## config.mk

```make
export PLATFORM = sky130hd
export DESIGN_NAME = virtual_range_sensor_regs
export DESIGN_NICKNAME = d
export VERILOG_FILES = /design/src/hdl/vrs_pkg.sv /design/src/hdl/vrs_ctrl.sv /design/src/hdl/vrs_dp.sv /design/src/hdl/virtual_range_sensor_regs.sv
export SDC_FILE = /design/constraint.sdc
export NUM_CORES = 1
export LEC_CHECK = 0
export BUFFER_PORTS_ARGS = -buffer_cell sky130_fd_sc_hd__buf_2
export CORE_AREA = 2 2 111 113
export CTS_CLUSTER_SIZE = 40
export DETAILED_ROUTE_END_ITERATION = 10
export DIE_AREA = 0 0 113 115
export PLACE_DENSITY = 0.68
export SYNTH_ARGS = -nofsm -noshare
export SYNTH_HDL_FRONTEND = slang
export SYNTH_HIERARCHICAL = 1
export SYNTH_SLANG_ARGS = --single-unit
```

## constraint.sdc

```tcl
create_clock -name i_clk -period 10.15 [get_ports i_clk]
set_input_delay 0.5075 -clock i_clk [delete_from_list [all_inputs] [get_ports i_clk]]
set_output_delay 0.5075 -clock i_clk [all_outputs]
set_load 0.02 [all_outputs]
```

## src/hdl/vrs_pkg.sv

```systemverilog
// ----------------------------------------------------------------------------
// vrs_pkg
// Shared types, constants and the register map of the range sensor regs.
// ----------------------------------------------------------------------------
`default_nettype none

package vrs_pkg;

    localparam int unsigned REG_COUNT = 256;
    localparam int unsigned PTR_W     = $clog2(REG_COUNT);
    localparam int unsigned DIST_W    = 16;
    localparam int unsigned STEP_W    = 8;
    localparam int unsigned CFG_IDX_W = 2;
    localparam int unsigned CFG_DAT_W = 16;

    // configuration register indexes
    localparam logic [CFG_IDX_W-1:0] CFG_STEP    = 2'd0;
    localparam logic [CFG_IDX_W-1:0] CFG_CEILING = 2'd1;
    localparam logic [CFG_IDX_W-1:0] CFG_FLOOR   = 2'd2;
    localparam logic [CFG_IDX_W-1:0] CFG_INIT    = 2'd3;

    // configuration reset values
    localparam logic [STEP_W-1:0] RST_STEP    = 8'd10;
    localparam logic [DIST_W-1:0] RST_CEILING = 16'd1000;
    localparam logic [DIST_W-1:0] RST_FLOOR   = 16'd100;
    localparam logic [DIST_W-1:0] RST_INIT    = 16'd500;

    // register map
    localparam logic [PTR_W-1:0] ADDR_START    = 8'h00;
    localparam logic [PTR_W-1:0] ADDR_STATUS   = 8'h13;
    localparam logic [PTR_W-1:0] ADDR_RANGE_HI = 8'h1E;
    localparam logic [PTR_W-1:0] ADDR_RANGE_LO = 8'h1F;
    localparam logic [PTR_W-1:0] ADDR_MODEL_ID = 8'hC0;
    localparam logic [PTR_W-1:0] ADDR_REVISION = 8'hC2;

    localparam logic [7:0] VAL_MODEL_ID = 8'hEE;
    localparam logic [7:0] VAL_REVISION = 8'h10;
    localparam logic [7:0] VAL_STATUS   = 8'h07;

    localparam logic CMD_WRITE = 1'b0;
    localparam logic CMD_READ  = 1'b1;

    typedef enum logic [1:0] {
        ST_IDLE = 2'b01,
        ST_EXEC = 2'b10
    } t_state;

    typedef struct packed {
        logic capture;
        logic exec_write;
        logic load_out;
    } t_dp_cmd;

    typedef struct packed {
        logic is_read;
    } t_dp_stat;

    // register store read: only the start byte and the range bytes ever change
    function automatic logic [7:0] reg_read(
        input logic [PTR_W-1:0]  addr,
        input logic [7:0]        start_byte,
        input logic [DIST_W-1:0] range_val
    );
        logic [7:0] val;
        case (addr)
            ADDR_START:    val = start_byte;
            ADDR_STATUS:   val = VAL_STATUS;
            ADDR_RANGE_HI: val = range_val[15:8];
            ADDR_RANGE_LO: val = range_val[7:0];
            ADDR_MODEL_ID: val = VAL_MODEL_ID;
            ADDR_REVISION: val = VAL_REVISION;
            default:       val = 8'h00;
        endcase
        return val;
    endfunction

endpackage

`default_nettype wire

```

## src/hdl/vrs_ctrl.sv

```systemverilog
// ----------------------------------------------------------------------------
// vrs_ctrl
// Controller: input handshake, execute step and output slot tracking.
// ----------------------------------------------------------------------------
`default_nettype none

module vrs_ctrl import vrs_pkg::*; (
    input  wire logic     i_clk,
    input  wire logic     i_rst_n,
    input  wire logic     i_valid,
    output logic          o_ready,
    output logic          o_valid,
    input  wire logic     i_ready,
    input  wire t_dp_stat i_stat,
    output t_dp_cmd       o_cmd
);

    t_state r_state, n_state;
    logic   r_out_valid, n_out_valid;

    always_comb begin
        n_state     = r_state;
        n_out_valid = r_out_valid & ~i_ready;
        o_ready     = 1'b0;
        o_cmd       = '0;
        case (r_state)
            ST_IDLE: begin
                o_ready = 1'b1;
                if (i_valid) begin
                    o_cmd.capture = 1'b1;
                    n_state       = ST_EXEC;
                end
            end
            ST_EXEC: begin
                if (!i_stat.is_read) begin
                    o_cmd.exec_write = 1'b1;
                    n_state          = ST_IDLE;
                end else if (!r_out_valid || i_ready) begin
                    o_cmd.load_out = 1'b1;
                    n_out_valid    = 1'b1;
                    n_state        = ST_IDLE;
                end
            end
            default: begin
                n_state = ST_IDLE;
            end
        endcase
    end

    always_ff @(posedge i_clk) begin
        if (!i_rst_n) begin
            r_state     <= ST_IDLE;
            r_out_valid <= 1'b0;
        end else begin
            r_state     <= n_state;
            r_out_valid <= n_out_valid;
        end
    end

    assign o_valid = r_out_valid;

endmodule

`default_nettype wire

```

## src/hdl/vrs_dp.sv

```systemverilog
// ----------------------------------------------------------------------------
// vrs_dp
// Datapath: config registers, pointer, start byte, distance and result.
// ----------------------------------------------------------------------------
`default_nettype none

module vrs_dp import vrs_pkg::*; (
    input  wire logic                 i_clk,
    input  wire logic                 i_rst_n,
    input  wire t_dp_cmd              i_cmd,
    output t_dp_stat                  o_stat,
    input  wire logic                 i_cmd_bit,
    input  wire logic [PTR_W-1:0]     i_pointer_byte,
    input  wire logic                 i_has_data,
    input  wire logic [7:0]           i_data_byte,
    input  wire logic                 i_cfg_we,
    input  wire logic [CFG_IDX_W-1:0] i_cfg_idx,
    input  wire logic [CFG_DAT_W-1:0] i_cfg_data,
    output logic [7:0]                o_read_data,
    output logic [PTR_W-1:0]          o_next_pointer
);

    // captured item
    logic             r_cmd;
    logic [PTR_W-1:0] r_ptr_in;
    logic             r_has_data;
    logic [7:0]       r_data;

    // state
    logic [STEP_W-1:0] r_step;
    logic [DIST_W-1:0] r_ceiling;
    logic [DIST_W-1:0] r_floor;
    logic [DIST_W-1:0] r_dist;
    logic [PTR_W-1:0]  r_ptr;
    logic [7:0]        r_start;

    // result
    logic [7:0]       r_rd_data;
    logic [PTR_W-1:0] r_rd_ptr;

    logic [DIST_W:0]   sum;
    logic [DIST_W-1:0] n_dist;
    logic [PTR_W-1:0]  ptr_inc;
    logic              start_wr;

    assign sum      = {1'b0, r_dist} + {{(DIST_W + 1 - STEP_W){1'b0}}, r_step};
    assign n_dist   = (sum > {1'b0, r_ceiling}) ? r_floor : sum[DIST_W-1:0];
    assign ptr_inc  = r_ptr + 1'b1;
    assign start_wr = (r_ptr_in == ADDR_START) && r_has_data;

    always_ff @(posedge i_clk) begin
        if (i_cmd.capture) begin
            r_cmd      <= i_cmd_bit;
            r_ptr_in   <= i_pointer_byte;
            r_has_data <= i_has_data;
            r_data     <= i_data_byte;
        end
        if (i_cmd.load_out) begin
            r_rd_data <= reg_read(r_ptr, r_start, r_dist);
            r_rd_ptr  <= ptr_inc;
        end
    end

    always_ff @(posedge i_clk) begin
        if (!i_rst_n) begin
            r_step    <= RST_STEP;
            r_ceiling <= RST_CEILING;
            r_floor   <= RST_FLOOR;
            r_dist    <= RST_INIT;
            r_ptr     <= '0;
            r_start   <= '0;
        end else begin
            if (i_cfg_we) begin
                case (i_cfg_idx)
                    CFG_STEP:    r_step    <= i_cfg_data[STEP_W-1:0];
                    CFG_CEILING: r_ceiling <= i_cfg_data;
                    CFG_FLOOR:   r_floor   <= i_cfg_data;
                    CFG_INIT:    r_dist    <= i_cfg_data;
                    default: begin
                        r_step <= r_step;
                    end
                endcase
            end
            if (i_cmd.exec_write) begin
                r_ptr <= r_ptr_in;
                if (start_wr) begin
                    r_start <= r_data;
                    if (r_data[0]) begin
                        r_dist <= n_dist;
                    end
                end
            end
            if (i_cmd.load_out) begin
                r_ptr <= ptr_inc;
            end
        end
    end

    assign o_stat.is_read = (r_cmd == CMD_READ);
    assign o_read_data    = r_rd_data;
    assign o_next_pointer = r_rd_ptr;

endmodule

`default_nettype wire

```

## src/hdl/virtual_range_sensor_regs.sv

```systemverilog
// ----------------------------------------------------------------------------
// virtual_range_sensor_regs
// Emulated range sensor register file, one bus transaction per item.
//
// Input channel (i_valid/o_ready): one transaction per item. A write sets
// the register pointer; at index 0 an optional data byte is stored and
// bit 0 of it advances the simulated distance. A read returns the byte at
// the pointer and post-increments it.
// Output channel (o_valid/i_ready): one item per read, none per write.
// A read result is registered by the execute step that follows acceptance.
// The controller accepts a new item only after the execute step of the
// last one; a read's execute step holds while the output register is full.
// Config port: i_cfg_we/i_cfg_idx/i_cfg_data; writing initial_distance loads
// the distance. The user writes only while idle; this is not enforced.
// Reset (synchronous, active low): config defaults, pointer 0, distance
// 500, output empty. No clearing pass: fixed bytes come from a table.
// Receiver stall: the result waits in the output register; writes still run,
// and a read is accepted, then held in execute until the register frees.
// ----------------------------------------------------------------------------
`default_nettype none

module virtual_range_sensor_regs import vrs_pkg::*; (
    input  wire logic                 i_clk,
    input  wire logic                 i_rst_n,
    input  wire logic                 i_valid,
    output logic                      o_ready,
    input  wire logic                 i_cmd,
    input  wire logic [PTR_W-1:0]     i_pointer_byte,
    input  wire logic                 i_has_data,
    input  wire logic [7:0]           i_data_byte,
    output logic                      o_valid,
    input  wire logic                 i_ready,
    output logic [7:0]                o_read_data,
    output logic [PTR_W-1:0]          o_next_pointer,
    input  wire logic                 i_cfg_we,
    input  wire logic [CFG_IDX_W-1:0] i_cfg_idx,
    input  wire logic [CFG_DAT_W-1:0] i_cfg_data
);

    t_dp_cmd  dp_cmd;
    t_dp_stat dp_stat;

    vrs_ctrl u_ctrl (
        .i_clk   (i_clk),
        .i_rst_n (i_rst_n),
        .i_valid (i_valid),
        .o_ready (o_ready),
        .o_valid (o_valid),
        .i_ready (i_ready),
        .i_stat  (dp_stat),
        .o_cmd   (dp_cmd)
    );

    vrs_dp u_dp (
        .i_clk          (i_clk),
        .i_rst_n        (i_rst_n),
        .i_cmd          (dp_cmd),
        .o_stat         (dp_stat),
        .i_cmd_bit      (i_cmd),
        .i_pointer_byte (i_pointer_byte),
        .i_has_data     (i_has_data),
        .i_data_byte    (i_data_byte),
        .i_cfg_we       (i_cfg_we),
        .i_cfg_idx      (i_cfg_idx),
        .i_cfg_data     (i_cfg_data),
        .o_read_data    (o_read_data),
        .o_next_pointer (o_next_pointer)
    );

endmodule

`default_nettype wire

```

# After elaboration in Yosys (flattened, before gate mapping)
# Index checks and enable logic that the tools add are counted.
# Widths: inputs -> output; s select.
[classes]
addsub = 2
n_lt_le_gt_ge = 1
eq_ne = 12
n_mux = 23
n_bitwise = 2
n_reduce_logical = 12
[op_table]
columns = ["cell", "n"]
rows = [
  ["$mux 16", 6],
  ["$pmux 8 s6", 1],
  ["$eq 8x5->1 const B", 3],
  ["$add 16x8->17", 1],
  ["$gt 17x16->1", 1],
  ["$eq 8x8->1 const B", 2],
  ["$logic_not 8->1", 2],
  ["$mux 8", 2],
  ["$reduce_and 2->1", 5],
  ["$mux 1", 9],
  ["$add 8x1->8 const B", 1],
  ["$mux 2", 4],
  ["$eq 2x2->1 const B", 3],
  ["$eq 2x1->1 const B", 2],
  ["$pmux 2 s2", 1],
  ["$ne 3x3->1 const B", 1],
  ["$logic_not 2->1", 1],
  ["$ne 2x2->1 const B", 1],
  ["$reduce_bool 2->1", 1],
  ["$and 1x1->1", 1],
  ["$logic_and 1x1->1", 1],
  ["$logic_not 1->1", 1],
  ["$logic_or 1x1->1", 1],
  ["$not 1->1", 1],
]
[word_totals]
regBits = 109

# Longest topological paths before layout
# Gate-level depths: netlist (run 1).
[depth]
ltp_word = 7
mapped_depth = 14

# Cells and area by module
# The synthesis (run 1) kept the hierarchy.
[by_module_without_submodules]
columns = ["module", "instances", "cells_per_inst", "area_per_inst_um2", "seq_area_each_um2"]
rows = [
  ["vrs_dp", 1, 596, 5596.6, 2462.4],
  ["vrs_ctrl", 1, 13, 148.9, 60.1],
]

# Worst setup path before layout (run 1)
# No wires, ideal clock.
[synth_timing]
kind = "register to register"
startpoint = "reg u_dp.r_step[0]"
endpoint = "reg u_dp.r_dist[2]"
setup_ns = 0.116
arrival_time_ns = 3.325
required_ns = 10.034
slack_ns = 6.710
path_stages_with_launch = 14
n_path_buf = 0
period_less_slack_ns = 3.440
path_cell_list = "dfxtp_1 > ha_1 > fa_1 > a211oi_2 > o21bai_1 > a21oi_1 > xnor2_1 > ha_1 > a211oi_2 > nor2_1 > a2111oi_4 > nor3_2 > or4_1 > a31o_1"
[synth_between]
elab_chain_cells = 6
[synth_rtl]
columns = ["item", "line", "source"]
rows = [
  ["start: declaration", "vrs_dp.sv:30", "logic [STEP_W-1:0] r_step;"],
  ["start signal: assignment", "vrs_dp.sv:75", "CFG_STEP: r_step <= i_cfg_data[STEP_W-1:0];"],
  ["start signal: assignment", "vrs_dp.sv:80", "r_step <= r_step;"],
  ["$add 16x8->17 *", "vrs_dp.sv:46", "assign sum = {1'b0, r_dist} + {{(DIST_W + 1 - STEP_W){1'b0}}, r_step};"],
  ["$gt 17x16->1", "vrs_dp.sv:47", "assign n_dist = (sum > {1'b0, r_ceiling}) ? r_floor : sum[DIST_W-1:0];"],
  ["$mux 16 *", "vrs_dp.sv:47", ""],
  ["$mux 16 *", "vrs_dp.sv:88", "if (r_data[0]) begin"],
  ["$mux 16 *", "vrs_dp.sv:86", "if (start_wr) begin"],
  ["$mux 16 *", "vrs_dp.sv:84", "if (i_cmd.exec_write) begin"],
  ["end signal: assignment", "vrs_dp.sv:78", "CFG_INIT: r_dist <= i_cfg_data;"],
  ["end signal: assignment", "vrs_dp.sv:89", "r_dist <= n_dist;"],
  ["end: declaration", "vrs_dp.sv:33", "logic [DIST_W-1:0] r_dist;"],
]
# Every way passes the cells marked *; elsewhere a longest branch is shown, timed or not.
# A chain may end at the register's enable or synchronous reset.

# Worst setup path in the final report (run 1)
[layout_timing]
startpoint = "reg u_dp.r_dist[0]"
endpoint = "reg u_dp.r_dist[15]"
[layout_between]
elab_chain_cells = 6
[layout_rtl]
columns = ["item", "line"]
rows = [
  ["$add 16x8->17 *", "vrs_dp.sv:46"],
  ["$gt 17x16->1", "vrs_dp.sv:47"],
  ["$mux 16 *", "vrs_dp.sv:47"],
  ["$mux 16 *", "vrs_dp.sv:88"],
  ["$mux 16 *", "vrs_dp.sv:86"],
  ["$mux 16 *", "vrs_dp.sv:84"],
]
# Marks and branches as above.

==> reports/metrics.cfg, run 1 <==
[outcome]
status=finished with violations
violations=design-rule violations

[timing]
max_freq_mhz=236
hold_violations=0
rsz0062_at_grt=false
slew_headroom_pct=24.9
worstMarginPinSlew_ps=1120
min_period_ps=4240
finalSetupTns_ps=0
worst_slack_ps=5910
period_share_pct=41.8
setup_viol_count_final=0
skew_ps=8.43
fin_hold_ws_ps=320
drv_slew=0

[power_and_ir_drop]
vdd_ir_drop_max_v=0.0000799
cellLeakagePower_nw=2.52
p_sw_share_pct=27.5
power.clock.fraction_pct=35.0
p_int_mw=0.689
seq_power_share_pct=49.9
power_density_nw_per_um2=149
switching_power_mw=0.262
pwr-share-comb_pct=15.1

[placement]
post-dp-hpwl_mm=10.8
place_area_um2=6110
place_congestion=0.977
portBuffers=58
post-place-ws_ps=5970

[drt]
via_per_inst=5.89
totalWireLength_mm=14.7
routed-via-count=4712
remaining_drc_errors=2
routedWlPerCell_um=18.4
ant_nets=0
first_pass_iters=10
drtIter0Drc=343

[setup_path]
reg2reg_depth=12
timing.critical_path.cells=ha_1 > fa_1 > a211oi_2 > o21ai_2 > nand4_1 > xnor2_1 > ha_1 > and4_1 > a31o_2 > nor3_2 > nor2_1 > o311a_1
worstPathArrival_ps=4480
startpoint_type=flip-flop
critical_path_class=flip-flop to flip-flop
crit_path_max_fanout=18
reg2reg_to=u_dp/r_dist[15]
critical_path.max_stage_delay_ps=910
crit_top_cell=ha_1
ff2ff_setup_slack_ps=5910
endpoint_kind=flip-flop
cp.required_ps=10390
cpMaxStageDelayCell=nor3_2
reg2reg_from=u_dp/r_dist[0]

[clock_tree]
max-clock-path-buffers=2
clock_latency_ps=360
hold_buffers=0
cts_buffers=9
cts.sinks=109
path_clk_slew_ps=70
cts_tree=yes
cts_setup_buffers=0
cts_resized=0
cts_max_level=3
cts-root-buf=clkbuf_16

[hold_path]
hp-start=i_pointer_byte[2]
worstHoldEndpoint=u_dp/r_ptr_in[2]
hold_path_depth=1
hold_class=primary input to flip-flop

[global_routing]
antenna_found_initial=0
grt_max_degree=69
grt_pass1_wl_mm=23.4
grt_use_total_pct=23.4
grt_pass1_vias=4422
grt_overflow=0

[logic_synthesis]
synthCells=609
ys_ff_latch=109
seq_area_frac_synth_pct=43.9
synth_enable_flop_cells=34
syn_area_um2=5750
synth_nets=678
ys.warnings.count=6
async_flop_share_pct=0
syn_avg_cell_area_um2=9.43
yosysUniqueCellTypes=62
ys_dominant_reg_cell=dfxtp_1

[final_layout]
final_cell_mix=nand2_1 (107), dfxtp_1 (75), buf_2 (58)
final_area_um2=6380
finish.utilization_pct=54.0
final_common_cell=nand2_1
drive_gt1_share_pct=14.2
area_growth_pct=11.0
layout.nets=717
antenna_cells=0
fillCellCount=1073
top_regs=u_dp/r_ceiling (16), u_dp/r_dist (16), u_dp/r_floor (16)

[die]
core_area_um2=11800
die_w_um=113
rows=40
ios=59
die_y_um=115
dieArea_um2=13000
initial_core_util_pct=48.6

[job]
maxCapViolCount=0

==> cell usage after synthesis, types with 6 or more instances <==
| cell | instances | area (µm²) |
|---|---|---|
| a211oi_1 | 6 | 45.0 |
| a21boi_0 | 23 | 173 |
| a21oi_1 | 19 | 95.1 |
| a31oi_1 | 13 | 81.3 |
| and2_1 | 7 | 43.8 |
| and3_1 | 10 | 62.6 |
| and4_1 | 6 | 52.6 |
| buf_2 | 6 | 30.0 |
| clkbuf_1 | 25 | 93.8 |
| dfxtp_1 | 75 | 1500 |
| edfxtp_1 | 34 | 1020 |
| ha_1 | 27 | 338 |
| inv_1 | 25 | 93.8 |
| mux2i_1 | 20 | 200 |
| nand2_1 | 107 | 402 |
| nand3_1 | 18 | 90.1 |
| nand4_1 | 10 | 62.6 |
| nor2_1 | 16 | 60.1 |
| nor2b_1 | 18 | 113 |
| nor4_1 | 6 | 37.5 |
| o211a_1 | 6 | 60.1 |
| o211ai_1 | 25 | 188 |
| o21ai_0 | 6 | 30.0 |
| o21ai_1 | 7 | 35.0 |
| o31ai_1 | 12 | 90.1 |
| xnor2_1 | 18 | 158 |
==> area by class of cell <==
| class | count | area, µm² | share of cell area [%] |
|---|---|---|---|
| clock buffers | 9 | 225 | 3.53 |
| inverters | 25 | 93.8 | 1.47 |
| flip-flops and latches | 109 | 2520 | 39.5 |
| well taps | 147 | 184 | 2.88 |
| clock inverters | 7 | 47.5 | 0.745 |
| multi-input cells | 439 | 2970 | 46.6 |
| repair buffers | 64 | 335 | 5.26 |
==> cell families (layout without fill, tap and decap cells) <==
kind of cell / count (synthesis) / in the layout / share of synthesized area, %
and+or+nand+nor: 221 / 221 / 19.5
muxes: 20 / 20 / 3.48
AOI/OAI and AO/OA: 150 / 150 / 19.4
buffers and inverters: 61 / 105 / 4.44
DFF: 109 / 109 / 43.9
adders and majority gates: 28 / 28 / 6.23
xor gates and xnor gates: 20 / 20 / 3.05
==> worst max path at each step <==
stage                     depth (start not counted)              end            from
final                                            12  u_dp/r_dist[15]  u_dp/r_dist[0]
after global routing                             13  u_dp/r_dist[15]  u_dp/r_dist[0]
after CTS                                        12  u_dp/r_dist[15]  u_dp/r_dist[0]
after detailed placement                         12  u_dp/r_dist[15]  u_dp/r_dist[0]
after global placement                           12  u_dp/r_dist[15]  u_dp/r_dist[0]
after floorplan                                  13   u_dp/r_dist[2]  u_dp/r_step[0]
==> routing by layer <==
layer,vias to the layer above,track usage [%],wire length [µm]
li1,2298,-,-
met1,2206,32.0,6610
met2,168,35.8,6690
met4,0,12.4,567
met5,-,0,0
met3,40,3.95,837
==> worst max-delay path: cells and delay by family, from the launching register on <==
family / cells / cell delay [ps]
DFF: 1 / 340
AOI/OAI and AO/OA: 4 / 1130
adders and majority gates: 3 / 980
xor gates and xnor gates: 1 / 160
and+or+nand+nor: 4 / 1500
==> power groups by stage <==
stage / Clock, mW / Combinational (mW) / Sequential, mW
3_3_place_gp: 0 / 0.138 / 0.484
5_1_grt: 0.356 / 0.158 / 0.476
2_1_floorplan: 0 / 0.102 / 0.481
4_1_cts: 0.340 / 0.143 / 0.474
3_5_place_dp: 0 / 0.142 / 0.484
6_report: 0.333 / 0.143 / 0.475
==> through the flow <==
step	instances	total power, mW
floorplan	609	0.583
global placement	784	0.623
detailed placement	784	0.626
CTS	800	0.957
global route	800	0.990
finish	800	0.951
(Power assumes the default switching activity.)
==> inputs of run 2 (changes only) <==
==> constraint.sdc (replaced) <==
create_clock -name i_clk -period 4.2 [get_ports i_clk]
set_input_delay 0.21 -clock i_clk [delete_from_list [all_inputs] [get_ports i_clk]]
set_output_delay 0.21 -clock i_clk [all_outputs]
set_load 0.02 [all_outputs]
==> run 2 against run 1 <==
The flow still finishes with violations (design-rule violations). Total power increased by 140%. Maximum frequency increased by 11%. Sequential cell count unchanged. Sequential share of layout area decreased by 0.14 points. Core utilization increased by 0.19 points. Sequential power increased by 140%. Design area increased by 0.35%. Combinational power increased by 150%. Register-to-register slack got worse by 5500 ps. Cell count increased by 0.25%. Critical endpoint is now u_dp/r_dist[2]. Largest power group unchanged.
==> reports/metrics.cfg, run 2 (synthesis gave the netlist of run 1 again) <==
[power_and_ir_drop]
power_density_nw_per_um2=364
design_power_total_mw=2.33
cellLeakagePower_nw=2.53
vdd_ir_drop_max_v=0.000199

[timing]
drv_slew=0
worst_slack_ps=393
slew_headroom_pct=28.2
finalSetupTns_ps=0
min_period_ps=3810
period_share_pct=90.7
max_freq_mhz=263
setup_viol_count_final=0
hold_violations=0
skew_ps=5.57
rsz0062_at_grt=false
worstMarginPinSlew_ps=1070

[clock_tree]
cts_buffers=9
hold_buffers=0
cts-root-buf=clkbuf_16
cts_tree=yes
cts_setup_buffers=0
cts.sinks=109
cts_resized=0
path_clk_slew_ps=80
max-clock-path-buffers=2
clock_latency_ps=350
cts_max_level=3

[hold_path]
hold_class=primary input to flip-flop

[final_layout]
drive_gt1_share_pct=14.7
area_growth_pct=11.4
final_common_cell=nand2_1
top_regs=u_dp/r_ceiling (16), u_dp/r_dist (16), u_dp/r_floor (16)
fillCellCount=1045
final_cell_mix=nand2_1 (107), dfxtp_1 (75), buf_2 (58)
layout.nets=719
antenna_cells=0

[die]
dieArea_um2=13000
die_y_um=115
core_area_um2=11800
initial_core_util_pct=48.6
die_w_um=113
rows=40
ios=59

[setup_path]
reg2reg_from=u_dp/r_step[0]
crit_path_max_fanout=18
critical_path_class=flip-flop to flip-flop
endpoint=u_dp/r_dist[2]
crit_start=u_dp/r_step[0]
reg2reg_to=u_dp/r_dist[2]
worstPathArrival_ps=4060
ff2ff_setup_slack_ps=390
reg2reg_depth=14
startpoint_type=flip-flop
endpoint_kind=flip-flop
cp.required_ps=4450

[global_routing]
grt_pass1_wl_mm=23.9
grt_max_degree=44
grt_pass1_vias=4577
grt_overflow=0
grt_use_total_pct=23.7
antenna_found_initial=0

[outcome]
status=finished with violations
violations=design-rule violations

[job]
maxCapViolCount=0

[drt]
totalWireLength_mm=14.9
drtIter0Drc=535
remaining_drc_errors=2
via_per_inst=5.95
routedWlPerCell_um=18.6
ant_nets=0
routed-via-count=4771
first_pass_iters=8

[placement]
post-dp-hpwl_mm=11.0
place_congestion=0.950
post-place-ws_ps=409
portBuffers=58

==> run 2: cell types whose count changed in the layout (fill, tap and decap cells not counted) <==
cell	delta
clkbuf_1	+1
buf_4	+2
inv_6	+1
clkinv_1	-2
clkinv_4	-1
inv_8	+1
==> run 2: worst min path at each step <==
stage / from / endpoint / cells past startpoint
final: i_data_byte[2] / u_dp/r_data[2] / 1
after global routing: i_cmd / u_dp/o_stat / 1
after CTS: i_data_byte[5] / u_dp/r_data[5] / 1
after detailed placement: i_data_byte[5] / u_dp/r_data[5] / 1
after global placement: i_data_byte[2] / u_dp/r_data[2] / 1
after floorplan: i_cmd / u_dp/o_stat / 0
==> run 2: metrics by stage <==
step / utilization (%) / instances / hold slack (ps) / cell area, µm²
global route: 54.2 / 802 / 20.8 / 6400
finish: 54.2 / 802 / 27.6 / 6400
detailed placement: 51.8 / 786 / 388 / 6120
floorplan: - / 609 / 309 / 5750
CTS: 54.2 / 802 / 18.0 / 6400
global placement: 51.8 / 786 / 386 / 6120
==> run 2: layer usage <==
layer / GRT usage (%) / wire length (µm) / share of wire (%) / vias to the layer above
li1: - / - / - / 2298
met1: 32.3 / 6620 / 44 / 2265
met2: 37.7 / 6890 / 46 / 180
met3: 3.58 / 968 / 6.5 / 28
met4: 10.2 / 416 / 2.8 / 0
met5: 0 / 0 / 0 / -
==> run 2: cell type report <==
class | instances | area [µm²] | area share [%]
Multi-Input combinational cell | 439 | 2970 | 46.4
Sequential cell | 109 | 2520 | 39.4
Timing Repair Buffer | 66 | 350 | 5.47
Inverter | 25 | 93.8 | 1.47
Clock buffer | 10 | 229 | 3.58
Tap cell | 147 | 184 | 2.87
Clock inverter | 6 | 51.3 | 0.801
==> run 2: critical path, stage by stage (launching register included) <==
cell and delay (ps):
dfxtp_1 320, ha_1 240, fa_1 450, a211oi_2 260, o21bai_1 110, a21oi_1 180, xnor2_1 180, ha_1 320
a211oi_2 190, nor2_1 100, a2111oi_4 370, nor3_2 60, buf_4 200, or4_1 510, a31o_1 220
==> run 2: power breakdown <==
part,switching [mW],internal (mW),total (mW)
clock network,0.411,0.415,0.827
registers,0.0265,1.12,1.15
logic,0.209,0.146,0.355
total,0.647,1.68,2.33
